==> src/design/psdm_pkg.sv <==
// types, register codes and constants shared by the sine duty pwm modulator
`default_nettype none
package psdm_pkg;

   localparam int COUNT_WIDTH = 24;
   localparam int FIELD_WIDTH = 8;
   localparam int CSR_INDEX_WIDTH = 3;
   localparam int PROD_WIDTH = FIELD_WIDTH + COUNT_WIDTH;

   typedef logic [COUNT_WIDTH-1:0] count_type;
   typedef logic [FIELD_WIDTH-1:0] field_type;

   typedef enum logic [CSR_INDEX_WIDTH-1:0] {
      REG_PERIOD     = 3'd0,
      REG_DUTY       = 3'd1,
      REG_MOD_ENABLE = 3'd2,
      REG_MIN_DUTY   = 3'd3,
      REG_MAX_DUTY   = 3'd4,
      REG_MOD_STEP   = 3'd5
   } csr_index_type;

   localparam logic OP_TICK        = 1'b0;
   localparam logic OP_TABLE_WRITE = 1'b1;

   localparam count_type PERIOD_RESET   = count_type'(1000);
   localparam count_type DUTY_RESET     = count_type'(500);
   localparam logic      MOD_EN_RESET   = 1'b0;
   localparam count_type MIN_DUTY_RESET = count_type'(0);
   localparam count_type MAX_DUTY_RESET = count_type'(1000);
   localparam count_type MOD_STEP_RESET = count_type'(1);

   // floor(x / 255) = (x * SPAN_RECIP) >> SPAN_SHIFT for any 32-bit x
   localparam logic [PROD_WIDTH-1:0] SPAN_RECIP = 32'h8080_8081;
   localparam int SPAN_SHIFT = 39;

   typedef struct packed {
      logic      operation;
      logic      running;
      field_type table_index;
      field_type table_value;
   } req_word_type;

   typedef struct packed {
      logic      pulse_out;
      field_type wave_position;
   } rsp_word_type;

   typedef struct packed {
      count_type period_ticks;
      count_type duty_ticks;
      logic      mod_enable;
      count_type min_duty_ticks;
      count_type max_duty_ticks;
      count_type mod_step_ticks;
   } csr_set_type;

   typedef struct packed {
      logic      tick;
      logic      period_start;
      logic      running;
      field_type wave_position;
   } tick_info_type;

endpackage
`default_nettype wire

==> src/design/psdm_wave_table.sv <==
// sine table memory, one write port and one registered read port
`default_nettype none
module psdm_wave_table #(
   parameter int TABLE_SIZE = 256
) (
   input  wire logic                          clock,
   input  wire logic                          wr_en,
   input  wire logic [$clog2(TABLE_SIZE)-1:0] wr_addr,
   input  wire psdm_pkg::field_type           wr_data,
   input  wire logic                          rd_en,
   input  wire logic [$clog2(TABLE_SIZE)-1:0] rd_addr,
   output      psdm_pkg::field_type           rd_data_ff
);
   import psdm_pkg::*;

   field_type sine_mem [TABLE_SIZE];

   always_ff @(posedge clock) begin
      if (wr_en) begin
         sine_mem[wr_addr] <= wr_data;
      end
      if (rd_en) begin
         rd_data_ff <= sine_mem[rd_addr];
      end
   end

endmodule
`default_nettype wire

==> src/design/psdm_timebase.sv <==
// period counter, modulation divider and table position, first pipeline stage
`default_nettype none
module psdm_timebase #(
   parameter int TABLE_SIZE = 256
) (
   input  wire logic                          clock,
   input  wire logic                          reset,
   input  wire logic                          accept,
   input  wire logic                          load,
   input  wire psdm_pkg::req_word_type        req_word,
   input  wire psdm_pkg::csr_set_type         csr,
   output      psdm_pkg::tick_info_type       info_ff,
   output      logic                          wr_en,
   output      logic [$clog2(TABLE_SIZE)-1:0] wr_addr,
   output      logic [$clog2(TABLE_SIZE)-1:0] rd_addr
);
   import psdm_pkg::*;

   localparam int AW = $clog2(TABLE_SIZE);
   localparam logic [AW-1:0] LAST_INDEX = AW'(TABLE_SIZE - 1);
   localparam logic [FIELD_WIDTH:0] TABLE_LIMIT = (FIELD_WIDTH + 1)'(TABLE_SIZE);

   count_type     period_count_ff, period_count_in;
   count_type     mod_divider_ff, mod_divider_in;
   logic [AW-1:0] wave_index_ff, wave_index_in;
   tick_info_type info_in;
   logic          tick;

   always_comb begin
      tick = accept && (req_word.operation == OP_TICK);
      period_count_in = period_count_ff;
      mod_divider_in = mod_divider_ff;
      wave_index_in = wave_index_ff;
      if (tick) begin
         if (period_count_ff <= count_type'(1)) begin
            period_count_in = csr.period_ticks;
         end else begin
            period_count_in = period_count_ff - count_type'(1);
         end
         if (csr.mod_enable) begin
            if (mod_divider_ff <= count_type'(1)) begin
               mod_divider_in = csr.mod_step_ticks;
               wave_index_in = (wave_index_ff == LAST_INDEX) ? '0 : wave_index_ff + 1'b1;
            end else begin
               mod_divider_in = mod_divider_ff - count_type'(1);
            end
         end
      end
      info_in.tick = (req_word.operation == OP_TICK);
      info_in.period_start = (period_count_ff == csr.period_ticks);
      info_in.running = req_word.running;
      info_in.wave_position = field_type'(wave_index_in);
   end

   assign rd_addr = wave_index_ff;
   assign wr_en = accept && (req_word.operation == OP_TABLE_WRITE)
                  && ({1'b0, req_word.table_index} < TABLE_LIMIT);
   assign wr_addr = req_word.table_index[AW-1:0];

   always_ff @(posedge clock) begin
      if (reset) begin
         period_count_ff <= PERIOD_RESET;
         mod_divider_ff <= MOD_STEP_RESET;
         wave_index_ff <= '0;
      end else begin
         period_count_ff <= period_count_in;
         mod_divider_ff <= mod_divider_in;
         wave_index_ff <= wave_index_in;
      end
   end

   always_ff @(posedge clock) begin
      if (load) begin
         info_ff <= info_in;
      end
   end

   a_index_in_range: assert property (@(posedge clock) disable iff (reset)
      wave_index_ff <= LAST_INDEX)
      else $error("table position beyond table size");

endmodule
`default_nettype wire

==> src/design/psdm_duty_scaler.sv <==
// maps a table entry onto the min..max duty range over two registered stages
`default_nettype none
module psdm_duty_scaler (
   input  wire logic                  clock,
   input  wire logic                  load_mul,
   input  wire logic                  load_div,
   input  wire psdm_pkg::field_type   entry,
   input  wire psdm_pkg::csr_set_type csr,
   output      psdm_pkg::count_type   scaled
);
   import psdm_pkg::*;

   logic [PROD_WIDTH-1:0]   prod_ff, prod_in;
   logic [2*PROD_WIDTH-1:0] recip_prod;
   count_type               quot_ff, quot_in;
   count_type               span;
   logic                    neg_mul_ff, neg_div_ff, neg;

   always_comb begin
      neg = (csr.max_duty_ticks < csr.min_duty_ticks);
      span = neg ? csr.min_duty_ticks - csr.max_duty_ticks
                 : csr.max_duty_ticks - csr.min_duty_ticks;
      prod_in = PROD_WIDTH'(entry) * PROD_WIDTH'(span);
      recip_prod = {PROD_WIDTH'(0), prod_ff} * {PROD_WIDTH'(0), SPAN_RECIP};
      quot_in = recip_prod[SPAN_SHIFT +: COUNT_WIDTH];
      scaled = neg_div_ff ? csr.min_duty_ticks - quot_ff : csr.min_duty_ticks + quot_ff;
   end

   always_ff @(posedge clock) begin
      if (load_mul) begin
         prod_ff <= prod_in;
         neg_mul_ff <= neg;
      end
      if (load_div) begin
         quot_ff <= quot_in;
         neg_div_ff <= neg_mul_ff;
      end
   end

endmodule
`default_nettype wire

==> src/design/psdm_pulse_gen.sv <==
// duty countdown, pin level and result word register
`default_nettype none
module psdm_pulse_gen (
   input  wire logic                    clock,
   input  wire logic                    reset,
   input  wire logic                    in_valid,
   input  wire psdm_pkg::tick_info_type info,
   input  wire psdm_pkg::count_type     scaled,
   input  wire psdm_pkg::csr_set_type   csr,
   input  wire logic                    rsp_stall,
   output      logic                    out_ready,
   output      logic                    rsp_valid_ff,
   output      psdm_pkg::rsp_word_type  rsp_word_ff
);
   import psdm_pkg::*;

   count_type    duty_count_ff, duty_count_in;
   logic         duty_done_ff, duty_done_in;
   logic         pin_ff, pin_in;
   logic         update;
   rsp_word_type rsp_word_in;

   assign out_ready = !rsp_valid_ff || !rsp_stall;
   assign update = out_ready && in_valid;

   always_comb begin
      duty_count_in = duty_count_ff;
      duty_done_in = duty_done_ff;
      pin_in = pin_ff;
      if (update && info.tick) begin
         if (info.period_start) begin
            duty_count_in = csr.mod_enable ? scaled : csr.duty_ticks;
            duty_done_in = 1'b0;
            if (info.running) begin
               pin_in = 1'b1;
            end
         end
         if (!duty_done_in) begin
            if (duty_count_in == '0) begin
               pin_in = 1'b0;
               duty_done_in = 1'b1;
            end else begin
               duty_count_in = duty_count_in - count_type'(1);
            end
         end
      end
      rsp_word_in.pulse_out = pin_in;
      rsp_word_in.wave_position = info.wave_position;
   end

   always_ff @(posedge clock) begin
      if (reset) begin
         duty_count_ff <= DUTY_RESET;
         duty_done_ff <= 1'b0;
         pin_ff <= 1'b0;
         rsp_valid_ff <= 1'b0;
      end else begin
         duty_count_ff <= duty_count_in;
         duty_done_ff <= duty_done_in;
         pin_ff <= pin_in;
         if (out_ready) begin
            rsp_valid_ff <= in_valid;
         end
      end
   end

   always_ff @(posedge clock) begin
      if (update) begin
         rsp_word_ff <= rsp_word_in;
      end
   end

   a_done_means_low: assert property (@(posedge clock) disable iff (reset)
      duty_done_ff |-> !pin_ff)
      else $error("pin high after duty countdown finished");

   a_write_keeps_pin: assert property (@(posedge clock) disable iff (reset)
      (update && !info.tick) |=> (pin_ff == $past(pin_ff)))
      else $error("table write changed pin level");

endmodule
`default_nettype wire

==> src/design/pwm_sine_duty_modulator_unit.sv <==
// top level of the sine duty pwm modulator: registers, pipeline control, units
//
//   port group   dir   handshake          word
//   req_         in    valid / stall      operation, running, table_index, table_value
//   rsp_         out   valid / stall      pulse_out, wave_position
//   csr_         in    valid / ready      index, data
//
// one word in per clock while req_stall is low; its result word follows it through the stages
// stage one steps the counters and reads the sine table, two multiplies,
// three scales by 1/255, four runs the duty countdown into the result register
// reset is synchronous and active high; the sine table is not cleared
// a stalled result holds the pipeline only once every stage is full
`default_nettype none
module pwm_sine_duty_modulator_unit #(
   parameter int TABLE_SIZE = 256
) (
   input  wire logic                                  clock,
   input  wire logic                                  reset,
   input  wire logic                                  req_valid,
   output      logic                                  req_stall,
   input  wire psdm_pkg::req_word_type                req_word,
   output      logic                                  rsp_valid,
   input  wire logic                                  rsp_stall,
   output      psdm_pkg::rsp_word_type                rsp_word,
   input  wire logic                                  csr_valid,
   output      logic                                  csr_ready,
   input  wire logic [psdm_pkg::CSR_INDEX_WIDTH-1:0]  csr_index,
   input  wire psdm_pkg::count_type                   csr_data
);
   import psdm_pkg::*;

   localparam int AW = $clog2(TABLE_SIZE);

   csr_set_type   csr_ff;
   logic          v1_ff, v2_ff, v3_ff;
   logic          en1, en2, en3, out_ready;
   logic          accept;
   tick_info_type info1, info2_ff, info3_ff;
   logic          wr_en;
   logic [AW-1:0] wr_addr, rd_addr;
   field_type     entry;
   count_type     scaled;

   assign csr_ready = 1'b1;

   always_ff @(posedge clock) begin
      if (reset) begin
         csr_ff.period_ticks <= PERIOD_RESET;
         csr_ff.duty_ticks <= DUTY_RESET;
         csr_ff.mod_enable <= MOD_EN_RESET;
         csr_ff.min_duty_ticks <= MIN_DUTY_RESET;
         csr_ff.max_duty_ticks <= MAX_DUTY_RESET;
         csr_ff.mod_step_ticks <= MOD_STEP_RESET;
      end else if (csr_valid && csr_ready) begin
         case (csr_index)
            REG_PERIOD: begin
               csr_ff.period_ticks <= csr_data;
            end
            REG_DUTY: begin
               csr_ff.duty_ticks <= csr_data;
            end
            REG_MOD_ENABLE: begin
               csr_ff.mod_enable <= csr_data[0];
            end
            REG_MIN_DUTY: begin
               csr_ff.min_duty_ticks <= csr_data;
            end
            REG_MAX_DUTY: begin
               csr_ff.max_duty_ticks <= csr_data;
            end
            REG_MOD_STEP: begin
               csr_ff.mod_step_ticks <= csr_data;
            end
            default: begin
            end
         endcase
      end
   end

   assign en3 = !v3_ff || out_ready;
   assign en2 = !v2_ff || en3;
   assign en1 = !v1_ff || en2;
   assign req_stall = !en1;
   assign accept = req_valid && en1;

   always_ff @(posedge clock) begin
      if (reset) begin
         v1_ff <= 1'b0;
         v2_ff <= 1'b0;
         v3_ff <= 1'b0;
      end else begin
         if (en1) begin
            v1_ff <= req_valid;
         end
         if (en2) begin
            v2_ff <= v1_ff;
         end
         if (en3) begin
            v3_ff <= v2_ff;
         end
      end
   end

   always_ff @(posedge clock) begin
      if (en2) begin
         info2_ff <= info1;
      end
      if (en3) begin
         info3_ff <= info2_ff;
      end
   end

   psdm_timebase #(
      .TABLE_SIZE(TABLE_SIZE)
   ) u_timebase (
      .clock    (clock),
      .reset    (reset),
      .accept   (accept),
      .load     (en1),
      .req_word (req_word),
      .csr      (csr_ff),
      .info_ff  (info1),
      .wr_en    (wr_en),
      .wr_addr  (wr_addr),
      .rd_addr  (rd_addr)
   );

   psdm_wave_table #(
      .TABLE_SIZE(TABLE_SIZE)
   ) u_wave_table (
      .clock      (clock),
      .wr_en      (wr_en),
      .wr_addr    (wr_addr),
      .wr_data    (req_word.table_value),
      .rd_en      (en1),
      .rd_addr    (rd_addr),
      .rd_data_ff (entry)
   );

   psdm_duty_scaler u_duty_scaler (
      .clock    (clock),
      .load_mul (en2),
      .load_div (en3),
      .entry    (entry),
      .csr      (csr_ff),
      .scaled   (scaled)
   );

   psdm_pulse_gen u_pulse_gen (
      .clock        (clock),
      .reset        (reset),
      .in_valid     (v3_ff),
      .info         (info3_ff),
      .scaled       (scaled),
      .csr          (csr_ff),
      .rsp_stall    (rsp_stall),
      .out_ready    (out_ready),
      .rsp_valid_ff (rsp_valid),
      .rsp_word_ff  (rsp_word)
   );

   a_accept_fills_stage: assert property (@(posedge clock) disable iff (reset)
      (req_valid && !req_stall) |=> v1_ff)
      else $error("accepted word lost before first stage");

endmodule
`default_nettype wire

==> config.mk <==
export PLATFORM = sky130hd
export DESIGN_NAME = pwm_sine_duty_modulator_unit
export DESIGN_NICKNAME = d
export VERILOG_FILES = /design/src/design/psdm_pkg.sv /design/src/design/psdm_wave_table.sv /design/src/design/psdm_timebase.sv /design/src/design/psdm_duty_scaler.sv /design/src/design/psdm_pulse_gen.sv /design/src/design/pwm_sine_duty_modulator_unit.sv
export SDC_FILE = /design/constraint.sdc
export NUM_CORES = 2
export LEC_CHECK = 0
export ABC_AREA = 1
export BUFFER_PORTS_ARGS = -buffer_cell sky130_fd_sc_hd__buf_2
export CAP_MARGIN = 15
export CORE_UTILIZATION = 55
export CTS_BUF_LIST = sky130_fd_sc_hd__clkbuf_8 sky130_fd_sc_hd__clkbuf_16
export CTS_CLUSTER_SIZE = 24
export DETAILED_ROUTE_END_ITERATION = 16
export PLACE_DENSITY = 0.74
export SLEW_MARGIN = 20
export SYNTH_ARGS = -nofsm -noshare
export SYNTH_HDL_FRONTEND = slang
export SYNTH_SLANG_ARGS = --single-unit
export TNS_END_PERCENT = 50
==> constraint.sdc <==
create_clock -name clock -period 17 [get_ports clock]
set_input_delay 3.4 -clock clock [delete_from_list [all_inputs] [get_ports clock]]
set_output_delay 3.4 -clock clock [all_outputs]
set_load 0.05 [all_outputs]
== Yosys cells after proc, flatten, opt, wreduce, memory -nomap -nowiden ==
Memories as Yosys holds them, arrays and structs flattened. A register that Yosys moved wholly into a read port is not among the register bits.
Cells that the tools add are included.
Cells by class
  $add $sub $neg: 8
  multipliers: 2
  order comparisons: 3
  equal/unequal tests: 7
  mux-type cells: 24
  bitwise logic cells: 1
  reduce and logical (&&, ||, !) cells: 24
Operators by type and width (number)
  $mux 24: 9
  $sub 24x1->24 const B: 3
  $sub 24x24->24: 3
  $mul 32x32->63 const B: 1
  $le 24x1->1 const B: 2
  $mul 8x24->32: 1
  $mux 8: 4
  $add 24x24->24: 1
  $eq 24x24->1: 1
  $logic_not 24->1: 1
  $lt 24x24->1: 1
  $reduce_and 2->1: 7
  $mux 1: 11
  $add 8x1->8 const B: 1
  $eq 8x8->1 const B: 1
  $eq 3x2->1 const B: 2
  $eq 3x3->1 const B: 2
  $logic_not 1->1: 6
  $logic_and 1x1->1: 5
  $logic_or 1x1->1: 4
  $eq 3x1->1 const B: 1
  $logic_not 3->1: 1
  $not 1->1: 1
Word-level totals
  flip-flop bits (word level): 307
  bits in writable memories: 2048
  input bits: 50
  output and inout bits: 12
  word-level logic and storage cells: 104
  memories kept: 1
Memory list
  u_wave_table.sine_mem: depth 256, width 8, read ports 1, clocked after Yosys merged registers in 1, write ports 1, line psdm_wave_table.sv:16  | field_type sine_mem [TABLE_SIZE];

== Depth between registers and ports, before layout ==
  word-level depth: 9
  depth in mapped cells: 40
  gate-level depth less buffers: 39

== Hierarchy ==
A second synthesis with hierarchy kept.
Second synthesis, totals
  cell total of the unflattened synthesis: 11774
  area, all modules: 116997.2 µm²
Modules (own cells, without submodules)
  psdm_wave_table: times used 1, cells an instance 7003, area each 83476.3 µm², sequential area each 61739.2 µm²
  psdm_duty_scaler: times used 1, cells an instance 2880, area each 20409.6 µm², sequential area each 1741.7 µm²
  pwm_sine_duty_modulator_unit: times used 1, cells an instance 691, area each 5408.9 µm², sequential area each 3143.0 µm²
  psdm_timebase: times used 1, cells an instance 734, area each 4621.9 µm², sequential area each 1451.4 µm²
  psdm_pulse_gen: times used 1, cells an instance 466, area each 3080.5 µm², sequential area each 810.8 µm²

== Least setup slack after synthesis ==
OpenSTA, ideal clock, no wires.
  path type: input port to output port
  start: input port rsp_stall
  end: output port req_stall
  data arrival time: 5360 ps
  data required time: 13600 ps
  setup slack: 8240 ps
  stages on the path: 6
  buffers on the path: 0
  cell sequence: nand2_1 nor2_1 inv_1 nor2_1 inv_2 nor2_1
On the way
  cells in the longest elaborated chain, start to end: 6
Ends and longest elaborated chain
  start, declared: line pwm_sine_duty_modulator_unit.sv:23  | input wire logic rsp_stall,
  $logic_not 1->1: line psdm_pulse_gen.sv:23  | assign out_ready = !rsp_valid_ff || !rsp_stall;
  $logic_or 1x1->1: line psdm_pulse_gen.sv:23
  $logic_or 1x1->1: line pwm_sine_duty_modulator_unit.sv:80  | assign en3 = !v3_ff || out_ready;
  named net en3: line pwm_sine_duty_modulator_unit.sv:36  | logic en1, en2, en3, out_ready;
  $logic_or 1x1->1: line pwm_sine_duty_modulator_unit.sv:81  | assign en2 = !v2_ff || en3;
  named net en2: line pwm_sine_duty_modulator_unit.sv:36
  $logic_or 1x1->1: line pwm_sine_duty_modulator_unit.sv:82  | assign en1 = !v1_ff || en2;
  $logic_not 1->1: line pwm_sine_duty_modulator_unit.sv:83  | assign req_stall = !en1;
  end, declared: line pwm_sine_duty_modulator_unit.sv:20  | output logic req_stall,
The timed path passes the listed nets, and every way through them passes these cells.

== Worst setup path in the final report ==
Ends and elaborated chain as after synthesis.

==> run summary <==
Status: finished, final reports clean
Setup repair bufs after CTS: 0
CTS max path bufs: 3
Syn Std Cell Area: 112,000 um^2
# hold bufs at CTS: 0
TritonCTS Sinks: 2,363
Row count: 165
Synth cell types: 70
Mean Syn Cell Area: 10.9 um^2
Worst IR drop on VDD: 0.000385 V
Number of synthesized register bits: 2,363
Cells along the critical path: buf_2 -> nand2_1 -> nor2_1 -> inv_1 -> nor2_1 -> inv_2 -> buf_4 -> nor2_1 -> buf_2
Fillcell total: 15,872
Critical path class: primary input to output pin
RSZ-0062 raised after global routing: false
Synth top area share: 57.9%
Cell with the most instances after synthesis: edfxtp_1
Syn nets: 10,866
Max stage delay on crit path: 370 ps
Die width: 453 um
Die height: 453 um
Io pins: 62
Multi-input gate area in the final layout: 38,000 um^2
Worst hold slack: 418 ps
Pre-Repair DR Iteration Count: 6
Max Clock Skew: 105 ps
Yosys Warn Count: 0
Die area: 205,000 um^2
Antenna Violating Nets Remaining: 0
Vias in the first global route: 77,770
Clk network pwr share: 23.2%
Slowest-stage cell, CP: buf_2
Cell family with most CP delay: buffers and inverters
# setup viols final: 0
First-iteration detailed-routing DRC count: 9,987
Switching power: 9.13 mW
Register share of total power: 30.8%
Register area share after synthesis: 61.6%
Setup TNS Final: 0 ps
Internal power: 13.4 mW
Mapped Cells: 10,239
CP most frequent cell: nor2_1
Max-cap violations: 0
Synth Flop Type: edfxtp_1
Congestion Overflow GR: 0
Nets: 10,683
Routed vias/inst: 6.22
WL per Instance: 24.5 um
I/O Buffers: 60
Period utilization: 48.6%
Max Clk Rate: 0.121 GHz
Crit Path Max Fanout: 46
DR vias: 80,466
Clk slew on worst S/H paths: 60 ps
Largest area contributor in the netlist: edfxtp_1
Initial core utilization: 55.3%
Slew @ Worst Pin: 1200 ps
Combinational share of power: 46.0%
EDFF count, synth: 2,156
Final wirelength: 317,000 um
Share of cells above drive strength 1: 6.65%
Min Tclk post-route: 8270 ps
Crit path DAT: 4870 ps
CTS tree: done
Leakage: 44.4 nW
Total track usage: 30.5%
Sw Ratio: 40.5%
CTS Root Buffer Type: clkbuf_16
Final GP Congestion: 0.962
Critical path buffer and inverter count: 5
Final hold violations: 0
Max_slew headroom: 20.0%
Global-route wire length before repair: 473,000 um
Post-CTS Resized: 0
Fin. max-slew vios: 0
H-Tree Level Count: 4
Largest net degree at the start of global routing: 249
Crit end category: output pin
Core footprint: 202,000 um^2
Post-DP HPWL: 200,000 um
Area growth from synthesis to layout: 9.10%
Worst skew pair latency: 870 ps
Required time of the critical path: 13,600 ps
TritonCTS Buffers: 226
Synth area leaders: edfxtp_1 58%, nor2_1 6.3%, o21ai_0 5.7%
Pwr dens: 185 nW/um^2
Final Power: 22.5 mW
Initial antenna violation count: 12
Setup crit start kind: primary input
Commonest cells in the netlist: 2,156 x edfxtp_1, 1,890 x nor2_1, 1,279 x o21ai_0
Asr flop ratio synth: 0%
Hold Path Class: flop to flop
Sequential cell area: 68,900 um^2
Drt drc: 0
[sequential cells by signal (all words and copies together) (netlist names)]
signal / cells
u_pulse_gen.duty_count_ff: 24
u_duty_scaler.quot_ff: 24
u_duty_scaler.neg_div_ff: 1
u_timebase.rd_addr: 8
u_duty_scaler.neg_mul_ff: 1
u_timebase.period_count_ff: 24
u_pulse_gen.rsp_valid_ff: 1
u_pulse_gen.duty_done_ff: 1
csr_ff: 121
u_wave_table.sine_mem: 2048
v1_ff: 1
u_duty_scaler.prod_ff: 32
u_wave_table.rd_data_ff: 8
u_pulse_gen.pin_ff: 1
v3_ff: 1
u_timebase.mod_divider_ff: 24
u_timebase.info_ff: 11
u_pulse_gen.rsp_word_ff: 9
v2_ff: 1
info3_ff: 11
info2_ff: 11
[kinds of logic after synthesis]
kind of cell	Yosys count	synth area share, %
other	1	0.00335
AND/OR/NAND/NOR	3426	12.6
buffers and inverters	1285	4.41
AO/OA/AOI/OAI	2427	12.4
adder cells (fa/ha/maj)	577	7.68
flip-flops	2363	61.6
XOR/XNOR	160	1.25
[final cells by class]
type	count	share of cell area, %
clock buffers	233	4.72
well taps	2672	2.74
repair buffers	165	1.02
clock inverters	196	1.66
flip-flops and latches	2363	56.5
diodes	8	0.0164
multi-input cells	6591	31.2
inverters	709	2.20
[placed cells by master, fill, tap and decap left out, types with 55 or more instances in the layout]
| master | Yosys | layout |
|---|---|---|
| edfxtp_1 | 2156 | 2156 |
| nor2_1 | 1890 | 1888 |
| o21ai_0 | 1279 | 1279 |
| nand2_1 | 898 | 892 |
| inv_1 | 677 | 707 |
| a21oi_1 | 404 | 404 |
| ha_1 | 395 | 395 |
| nand3_1 | 393 | 393 |
| o22ai_1 | 317 | 317 |
| clkbuf_16 | 0 | 227 |
| dfxtp_1 | 207 | 203 |
| o221ai_1 | 202 | 202 |
| fa_1 | 182 | 182 |
| xor2_1 | 99 | 99 |
| buf_4 | 5 | 99 |
| o211ai_1 | 85 | 85 |
| nand4_1 | 64 | 64 |
| xnor2_1 | 61 | 61 |
| nand2_2 | 49 | 55 |
| clkinv_1 | 10 | 55 |
[per-stage QoR]
stage | cell area (um^2) | utilization (%) | std cells | setup slack, ps
floorplan | 112000 | - | 10239 | 8240
global route | 122000 | 60.4 | 12931 | 8400
global placement | 114000 | 56.5 | 12500 | 8740
finish | 122000 | 60.4 | 12937 | 8730
CTS | 122000 | 60.4 | 12929 | 8740
detailed placement | 114000 | 56.5 | 12500 | 8740
[power groups by stage]
stage | registers (mW) | clock network (mW) | logic, mW
finish | 6.94 | 5.22 | 10.4
detailed placement | 7.06 | 0 | 10.2
global route | 6.94 | 5.48 | 11.7
floorplan | 6.96 | 0 | 7.30
global placement | 7.06 | 0 | 10.0
CTS | 6.93 | 5.25 | 10.3
[metal layers]
metal  up-vias  track usage (%)  part of all wire, %
met2      4674             48.6                   46
met1     38988             40.8                   39
met4        14             13.4                  4.6
met5         -                0                0.025
li1      35985                -                    -
met3       805             5.62                   10
[worst paths after layout]
check	start	endpoint	slack, ps	depth (start not counted)
worst min-delay path	info3_ff[5]	u_pulse_gen.rsp_word_ff[5]	420	0
worst max register to register	csr_ff[49]	u_duty_scaler.prod_ff[25]	8920	35
worst min register to register	info3_ff[5]	u_pulse_gen.rsp_word_ff[5]	420	0
worst max-delay path	rsp_stall	req_stall	8730	9
No activity file was read; power rests on OpenSTA's default activity.
